[src/rtl/smsu_pkg.sv]
// Package for the substring match stream unit: request/response payload
// types, window sizing constants and register indexes. No dependencies.
package smsu_pkg;

   localparam int MAX_PATTERN  = 32;
   localparam int LENGTH_LIMIT = (MAX_PATTERN < 32) ? MAX_PATTERN : 32;
   localparam int COUNT_W      = $clog2(MAX_PATTERN + 1);
   localparam int LEN_W        = 6;
   localparam int PAT_REGS     = 4;
   localparam int PAT_BYTES    = PAT_REGS * 8;
   localparam int PAT_IDX_W    = $clog2(PAT_BYTES);
   localparam int CSR_IDX_W    = 3;
   localparam int CSR_DATA_W   = 64;

   typedef enum logic [CSR_IDX_W-1:0] {
      CSR_PATTERN_LENGTH = 3'd0,
      CSR_PATTERN_BYTES0 = 3'd1,
      CSR_PATTERN_BYTES1 = 3'd2,
      CSR_PATTERN_BYTES2 = 3'd3,
      CSR_PATTERN_BYTES3 = 3'd4
   } csr_index_type;

   typedef struct packed {
      logic [7:0] text_byte;
      logic       text_start;
      logic       text_end;
   } req_type;

   typedef struct packed {
      logic match_here;
      logic found_so_far;
      logic is_final;
   } rsp_type;

endpackage

[src/rtl/substring_match_stream_unit.sv]
// Substring match stream unit: byte window, aligned pattern and compare.
// Depends on smsu_pkg.
//
// Usage:
//   req channel (req_valid/req_stall/req) carries one text byte with start
//   and end markers; a request is taken when req_valid is high and
//   req_stall is low. rsp channel (rsp_valid/rsp_stall/rsp) returns one
//   result per request in order: match_here, found_so_far, is_final.
//   csr channel (csr_valid/csr_ready/csr_index/csr_data) writes the pattern
//   length and the four pattern byte words; csr_ready is always high.
//   Write the csr registers only while no request is in flight.
// Timing:
//   One request per cycle sustained while rsp_stall is low. A request is taken
//   into the window register, which feeds a parallel compare against the
//   registered, length-aligned pattern; the compare loads the result register.
// Reset:
//   Synchronous, active high. Empties the pipeline, clears the byte count
//   and found flag, and sets pattern length 1 with pattern bytes zero.
// Backpressure:
//   While rsp_stall holds a result, one more request is taken into the
//   window stage; after that req_stall rises until the result is taken.
module substring_match_stream_unit
   import smsu_pkg::*;
(
   input  logic                  clock,
   input  logic                  reset,
   input  logic                  req_valid,
   output logic                  req_stall,
   input  req_type               req,
   output logic                  rsp_valid,
   input  logic                  rsp_stall,
   output rsp_type               rsp,
   input  logic                  csr_valid,
   output logic                  csr_ready,
   input  logic [CSR_IDX_W-1:0]  csr_index,
   input  logic [CSR_DATA_W-1:0] csr_data
);

   logic [LEN_W-1:0]      pat_len_ff;
   logic [CSR_DATA_W-1:0] pat_word_ff [PAT_REGS];

   logic [LEN_W-1:0]      len_in,     len_ff;
   logic [7:0]            aligned_in  [LENGTH_LIMIT];
   logic [7:0]            aligned_ff  [LENGTH_LIMIT];
   logic [LENGTH_LIMIT-1:0] mask_in,  mask_ff;
   logic [7:0]            pat_bytes   [PAT_BYTES];

   logic [7:0]            window_in   [LENGTH_LIMIT];
   logic [7:0]            window_ff   [LENGTH_LIMIT];
   logic [COUNT_W-1:0]    count_in,   count_ff;
   logic                  s1_valid_ff;
   logic                  s1_start_ff;
   logic                  s1_end_ff;

   logic                  found_ff;
   logic                  rsp_valid_ff;
   rsp_type               rsp_ff;

   logic                  advance;
   logic                  take;
   logic [LENGTH_LIMIT-1:0] eq;
   logic                  match;
   logic                  found_in;

   assign csr_ready = 1'b1;

   always_ff @(posedge clock) begin
      if (reset) begin
         pat_len_ff <= LEN_W'(1);
         for (int r = 0; r < PAT_REGS; r++) begin
            pat_word_ff[r] <= '0;
         end
      end else if (csr_valid) begin
         unique case (csr_index)
            CSR_PATTERN_LENGTH: pat_len_ff     <= csr_data[LEN_W-1:0];
            CSR_PATTERN_BYTES0: pat_word_ff[0] <= csr_data;
            CSR_PATTERN_BYTES1: pat_word_ff[1] <= csr_data;
            CSR_PATTERN_BYTES2: pat_word_ff[2] <= csr_data;
            CSR_PATTERN_BYTES3: pat_word_ff[3] <= csr_data;
            default: ;
         endcase
      end
   end

   // effective length and the pattern laid out in window order
   always_comb begin
      if (pat_len_ff == '0) begin
         len_in = LEN_W'(1);
      end else if (32'(pat_len_ff) > LENGTH_LIMIT) begin
         len_in = LEN_W'(LENGTH_LIMIT);
      end else begin
         len_in = pat_len_ff;
      end
      for (int j = 0; j < PAT_BYTES; j++) begin
         pat_bytes[j] = pat_word_ff[j / 8][(j % 8) * 8 +: 8];
      end
      for (int k = 0; k < LENGTH_LIMIT; k++) begin
         mask_in[k]    = (k < 32'(len_in));
         aligned_in[k] = pat_bytes[PAT_IDX_W'(32'(len_in) - 1 - k)];
      end
   end

   always_ff @(posedge clock) begin
      len_ff     <= len_in;
      mask_ff    <= mask_in;
      aligned_ff <= aligned_in;
   end

   assign advance   = !rsp_valid_ff || !rsp_stall;
   assign req_stall = s1_valid_ff && !advance;
   assign take      = req_valid && !req_stall;

   always_comb begin
      window_in[0] = req.text_byte;
      for (int k = 1; k < LENGTH_LIMIT; k++) begin
         window_in[k] = req.text_start ? 8'h00 : window_ff[k-1];
      end
      if (req.text_start) begin
         count_in = COUNT_W'(1);
      end else if (32'(count_ff) < MAX_PATTERN) begin
         count_in = COUNT_W'(count_ff + COUNT_W'(1));
      end else begin
         count_in = count_ff;
      end
   end

   always_comb begin
      for (int k = 0; k < LENGTH_LIMIT; k++) begin
         eq[k] = !mask_ff[k] || (window_ff[k] == aligned_ff[k]);
      end
      match    = (32'(count_ff) >= 32'(len_ff)) && (&eq);
      found_in = (found_ff && !s1_start_ff) || match;
   end

   always_ff @(posedge clock) begin
      if (reset) begin
         s1_valid_ff  <= 1'b0;
         count_ff     <= '0;
         found_ff     <= 1'b0;
         rsp_valid_ff <= 1'b0;
      end else begin
         if (take) begin
            s1_valid_ff <= 1'b1;
            count_ff    <= count_in;
         end else if (advance) begin
            s1_valid_ff <= 1'b0;
         end
         if (advance) begin
            rsp_valid_ff <= s1_valid_ff;
            if (s1_valid_ff) begin
               found_ff <= found_in;
            end
         end
      end
   end

   always_ff @(posedge clock) begin
      if (take) begin
         window_ff   <= window_in;
         s1_start_ff <= req.text_start;
         s1_end_ff   <= req.text_end;
      end
      if (advance && s1_valid_ff) begin
         rsp_ff.match_here   <= match;
         rsp_ff.found_so_far <= found_in;
         rsp_ff.is_final     <= s1_end_ff;
      end
   end

   assign rsp_valid = rsp_valid_ff;
   assign rsp       = rsp_ff;

endmodule

[config.mk]
export PLATFORM = sky130hd
export DESIGN_NAME = substring_match_stream_unit
export DESIGN_NICKNAME = d
export VERILOG_FILES = /design/src/rtl/smsu_pkg.sv /design/src/rtl/substring_match_stream_unit.sv
export SDC_FILE = /design/constraint.sdc
export NUM_CORES = 2
export LEC_CHECK = 0
export BUFFER_PORTS_ARGS = -buffer_cell sky130_fd_sc_hd__buf_4
export CAP_MARGIN = 10
export CORE_MARGIN = 4
export CORE_UTILIZATION = 44
export DETAILED_ROUTE_END_ITERATION = 10
export GPL_TIMING_DRIVEN = 0
export PLACE_DENSITY = 0.7
export SLEW_MARGIN = 20
export SYNTH_ARGS = -nofsm -noshare
export SYNTH_HDL_FRONTEND = slang
export SYNTH_SLANG_ARGS = --single-unit
export TNS_END_PERCENT = 1
[constraint.sdc]
create_clock -name clock -period 7.4 [get_ports clock]
set_input_delay 0.37 -clock clock [delete_from_list [all_inputs] [get_ports clock]]
set_output_delay 0.37 -clock clock [all_outputs]
set_load 0.05 [all_outputs]
# ---- After elaboration in Yosys (flattened, before gate mapping)
# Memory sizes are Yosys's and may differ from the RTL's.
# Cells that the tools add are included.
dict set report classes {
  addsub 33
  magnitude_cmp 67
  eq_ne 36
  n_mux 124
  n_bitwise 36
  n_reduce_logical 84
}
# operator count
set ops {}
lappend ops {{$bmux 8 s5} 32}
lappend ops {{$mux 8} 64}
lappend ops {{$eq 8x8->1} 32}
lappend ops {{$mux 64} 4}
lappend ops {{$ge 6x6->1 const B} 32}
lappend ops {{$not 5->6} 32}
lappend ops {{$lt 5x6->1 const A} 16}
lappend ops {{$sub 5x5->5 const B} 15}
lappend ops {{$lt 4x6->1 const A} 8}
lappend ops {{$sub 5x4->5 const B} 8}
lappend ops {{$logic_not 1->1} 37}
lappend ops {{$logic_or 1x1->1} 34}
lappend ops {{$reduce_and 32->1} 1}
lappend ops {{$lt 3x6->1 const A} 4}
lappend ops {{$mux 6} 4}
lappend ops {{$mux 1} 20}
lappend ops {{$sub 5x3->5 const B} 4}
lappend ops {{$sub 5x1->5 const B} 3}
lappend ops {{$lt 1x6->1 const A} 2}
lappend ops {{$lt 2x6->1 const A} 2}
lappend ops {{$sub 5x2->5 const B} 2}
lappend ops {{$add 6x1->6 const B} 1}
lappend ops {{$eq 3x2->1 const B} 2}
lappend ops {{$ge 6x6->1} 1}
lappend ops {{10 further kinds} 20}
dict set report totals {
  regBits 570
  ramBits 256
  input_bits 82
  out_inout_bits 6
  wordCells 457
  n_memories 1
}
# name depth width rd rd_ports_with_merged_regs wr line
set mem_list {}
lappend mem_list {pat_word_ff 4 64 4 0 4 substring_match_stream_unit.sv:40} ;# logic [CSR_DATA_W-1:0] pat_word_ff [PAT_REGS];

# ---- Logic depth before layout (Yosys ltp)
dict set report logic_depth {
  depth_word 9
  ltp_mapped 12
  depth_no_buf 9
}

# ---- Least setup slack after synthesis
# Ideal clock, no wire load.
dict set report synth_timing {
  path_type {register to register}
  startpoint {reg rsp_valid_ff, in the netlist rsp_valid}
  endpoint {reg count_ff[5]}
  setup_ps 136
  arrival_time_ps 6435
  t_required_ps 7264
  setup_slack_ps 829
  stages_incl_launch_ff 6
  path_buffers 0
  synth_period_minus_slack_ps 6571
  path_cell_list {dfxtp_1 nand3_1 nand2_1 inv_1 a21o_1 nor2_1}
}
dict set report synth_between {
  elab_chain_cells 7
}
# element line
set synth_lines {}
lappend synth_lines {{start, declared} substring_match_stream_unit.sv:56} ;# logic rsp_valid_ff;
lappend synth_lines {{start signal, assigned} substring_match_stream_unit.sv:149} ;# rsp_valid_ff <= s1_valid_ff;
lappend synth_lines {{$logic_not 1->1} substring_match_stream_unit.sv:109} ;# assign advance = !rsp_valid_ff || !rsp_stall;
lappend synth_lines {{$logic_or 1x1->1} substring_match_stream_unit.sv:109}
lappend synth_lines {{$logic_not 1->1} substring_match_stream_unit.sv:110} ;# assign req_stall = s1_valid_ff && !advance;
lappend synth_lines {{$logic_and 1x1->1} substring_match_stream_unit.sv:110}
lappend synth_lines {{$logic_not 1->1} substring_match_stream_unit.sv:111} ;# assign take = req_valid && !req_stall;
lappend synth_lines {{$logic_and 1x1->1} substring_match_stream_unit.sv:111}
lappend synth_lines {{via take} substring_match_stream_unit.sv:60} ;# logic take;
lappend synth_lines {{$reduce_and 2->1 (no line)} n/a}
lappend synth_lines {{end signal, assigned} substring_match_stream_unit.sv:144} ;# count_ff <= count_in;
lappend synth_lines {{end, declared} substring_match_stream_unit.sv:50} ;# logic [COUNT_W-1:0] count_in, count_ff;
# The timed path passes the listed nets, and every way through them passes these cells.
# A chain may end at the register's enable or synchronous reset.

==> metrics.txt <==
outcome=finished clean; Mapped Area=43040 um^2; Reg2Reg Depth=10; number of remaining DRC errors=0; crit-path cells=buf_2 -> nand2b_1 -> buf_2 -> buf_2 -> clkbuf_1 -> mux2i_1 -> mux2i_1 -> mux2i_1 -> mux2i_1 -> mux2_2; minimum hold slack=0.02767 ns; footprint of the multi-input gates=20410 um^2; Final TNS setup=0 ns; final setup vio count=0; DRT Pass-1 Iters=5; total track usage=30.32%; die area=102900 um^2; number of synthesized flops with an enable pin=approximately 520; first-pass GRT wire length=between 200000 and 250000 um; postcts setup bufs=0; Filler cells=8295; vias in the first global route=roughly 28000; post-route setup slack=3.132 ns; Critical Setup Path Class=flip-flop to flip-flop; via count=29130; post-place setup slack=around 3.5 ns; CTS tree=yes; Hold Buf Count CTS=61; post-cts resize count=0; CTS max path bufs=3; reg-to-reg setup timing slack=3.13 ns; Num CTS Buffers=86; minimum clock period=4.268 ns; Gate Count Post-Synth=about 3400; Worst Hold Launch=csr_data[41]; H-tree depth=3; synth unique cells=54; P&R area growth vs syn=14.59%; Post-Route WL=159700 um; Worst Hold Class=input pin to flip-flop; CP arrival=roughly 4.8 ns; row cnt=114; Starting Density=44.44%; post-route ant nets=0; cell with the most instances after synthesis=mux2i_1; RR Startpoint=pat_len_ff[5]$_SDFFE_PP0P_; HPWL after DPL=129200 um; initial antenna violation count=5; Most used DFF post-synth=edfxtp_1; slew at the pin closest to its max-slew limit=1.123 ns; pwr dens=249.3 nW/um^2; max-slew violations=0; GPL Wtd Cong=1.204; fraction of registers with async set or reset after synthesis=0%; syn avg cell area=12.77 um^2; clock sink count=825; cell mode on critical path=mux2i_1; Setup crit start kind=flip-flop; Wirelength per Cell=32.09 um; Synth area leader=edfxtp_1; Boundary Pins=88; skew final=approximately 0.031 ns; R2R Path End=aligned_ff[222]$_DFF_P_; initial DRC count=3895; Die Height=320.8 um; largest net degree at the start of global routing=108; worst skew pair latency=0.69 ns; Crit-path slowest cell=clkbuf_1; Final nets=3710; Root Buffer=clkbuf_16; critical path endpoint category=flip-flop; total grt overflow=0; Synth top area share=36.07%; top cells by area, synth=edfxtp_1 (36%), mux2i_1 (24%), dfxtp_1 (14%); maxcap violations=0; port bufs=86; layout cells sized above 1=15.70%; hold depth=2; flip-flop and latch area=21690 um^2; unrepaired setup endpoints after global routing=no; Hold Path Sink=pat_word_ff[0][41]$_SDFFCE_PN0P_; Final Hold Fails=0; crit share post-route=between 50% and 60%; Leakage=18.65 nW; Rel. slew slack=25.14%; core area=96850 um^2; delay of the slowest cell on the worst path=0.84 ns; Crit Path Max Fanout=10; synthesized flop and latch total=825; vias per inst=5.854; register area share after synthesis=about 50%; Worst EP required=7.96 ns; number of synthesis warnings=0; Clk pin slew, worst setup/hold paths=0.07 ns; Peak VDD IR=198.1 uV; die width=320.8 um; Post-synth top cells=mux2i_1 (1029), edfxtp_1 (517), dfxtp_1 (308), xnor2_1 (265), and2_1 (257); Peak Freq=0.2343 GHz
power breakdown:
group	switching [mW]	internal, mW
combinational	1.30	0.787
clock	1.94	2.70
sequential	0.241	5.32
metal layers:
metal | GRT usage, % | part of all wire, % | wire length (um) | vias up
met5 | 0 | 0.018 | 29 | -
met4 | 18.45 | 7.2 | 11480 | 4
met3 | 5.660 | 9.0 | 14430 | 336
met2 | 46.65 | 44 | 69990 | 1564
met1 | 39.86 | 40 | 63780 | 14570
li1 | - | - | - | 12660
critical path, delay by kind of cell, from the launching register on:
kind,cells,cell delay [ns]
multiplexers,5,2.16
buffers and inverters,4,1.52
flip-flops,1,0.30
AND/OR/NAND/NOR,1,0.14
cells in the final DEF, fill, tap and decap left out, types with 8 or more instances in the layout:
| cell type | instances |
|---|---|
| dlygate4sd3_1 | 61 |
| edfxtp_1 | 517 |
| nor2b_1 | 251 |
| a21o_1 | 8 |
| buf_2 | 75 |
| clkbuf_8 | 12 |
| and2_1 | 257 |
| o21ai_0 | 35 |
| nor2_1 | 33 |
| mux2i_1 | 1029 |
| bufinv_16 | 8 |
| nand4_1 | 74 |
| buf_1 | 10 |
| mux2_2 | 216 |
| a21oi_1 | 9 |
| inv_1 | 16 |
| nand2_1 | 24 |
| xnor2_1 | 265 |
| mux2_1 | 40 |
| clkinv_2 | 12 |
| buf_4 | 103 |
| nand2b_1 | 13 |
| dfxtp_1 | 308 |
| clkbuf_1 | 112 |
| xor2_1 | 8 |
| clkbuf_16 | 92 |
per-stage QoR:
step	std cells	cell area, um^2	utilization [%]	power [mW]
finish	4977	49310	50.92	12.29
global route	4970	49300	50.90	12.56
CTS	4970	49300	50.90	12.21
detailed placement	4748	45670	47.15	7.618
global placement	4734	45280	46.76	7.605
floorplan	3372	43040	-	6.770
how the worst max path moves through the flow:
stage               slack, ns  cells after the start                        to                  startpoint
floorplan                0.83                      5  count_ff[5]$_SDFFE_PP0P_      rsp_valid$_SDFFE_PP0N_
global placement        -1.63                      6  count_ff[5]$_SDFFE_PP0P_                   rsp_stall
detailed placement       3.50                     10   aligned_ff[222]$_DFF_P_  pat_len_ff[5]$_SDFFE_PP0P_
CTS                      3.50                     10   aligned_ff[222]$_DFF_P_  pat_len_ff[5]$_SDFFE_PP0P_
global route             3.27                     10   aligned_ff[222]$_DFF_P_  pat_len_ff[5]$_SDFFE_PP0P_
finish                   3.13                     10   aligned_ff[222]$_DFF_P_  pat_len_ff[5]$_SDFFE_PP0P_
sequential cells by signal (all words and copies together) (netlist names), 3 cells and up:
name	flops
rsp	3
len_ff	6
aligned_ff	256
count_ff	6
pat_word_ff	256
pat_len_ff	6
mask_ff	31
window_ff	256
layout make-up:
type,instances,share of cell area (%)
plain buffers,199,1.883
clock inverters,39,0.9844
multi-input cells,2327,41.39
clock buffers,122,5.140
well taps,1276,3.237
inverters,21,0.1751
flip-flops and latches,825,43.98
diodes,7,0.03552
repair buffers,161,3.171
kinds of logic (layout without fill, tap and decap cells):
family | after synthesis | count (layout) | synth area share, %
other cells | 1 | 9 | 0.008713
fa+ha+maj | 7 | 7 | 0.2035
mux | 1285 | 1285 | 30.63
compound gates | 71 | 71 | 1.009
flops | 825 | 825 | 50.40
simple gates | 685 | 685 | 9.652
xor+xnor | 277 | 277 | 5.759
buf+inv | 220 | 542 | 2.337
(Power assumes the default switching activity.)
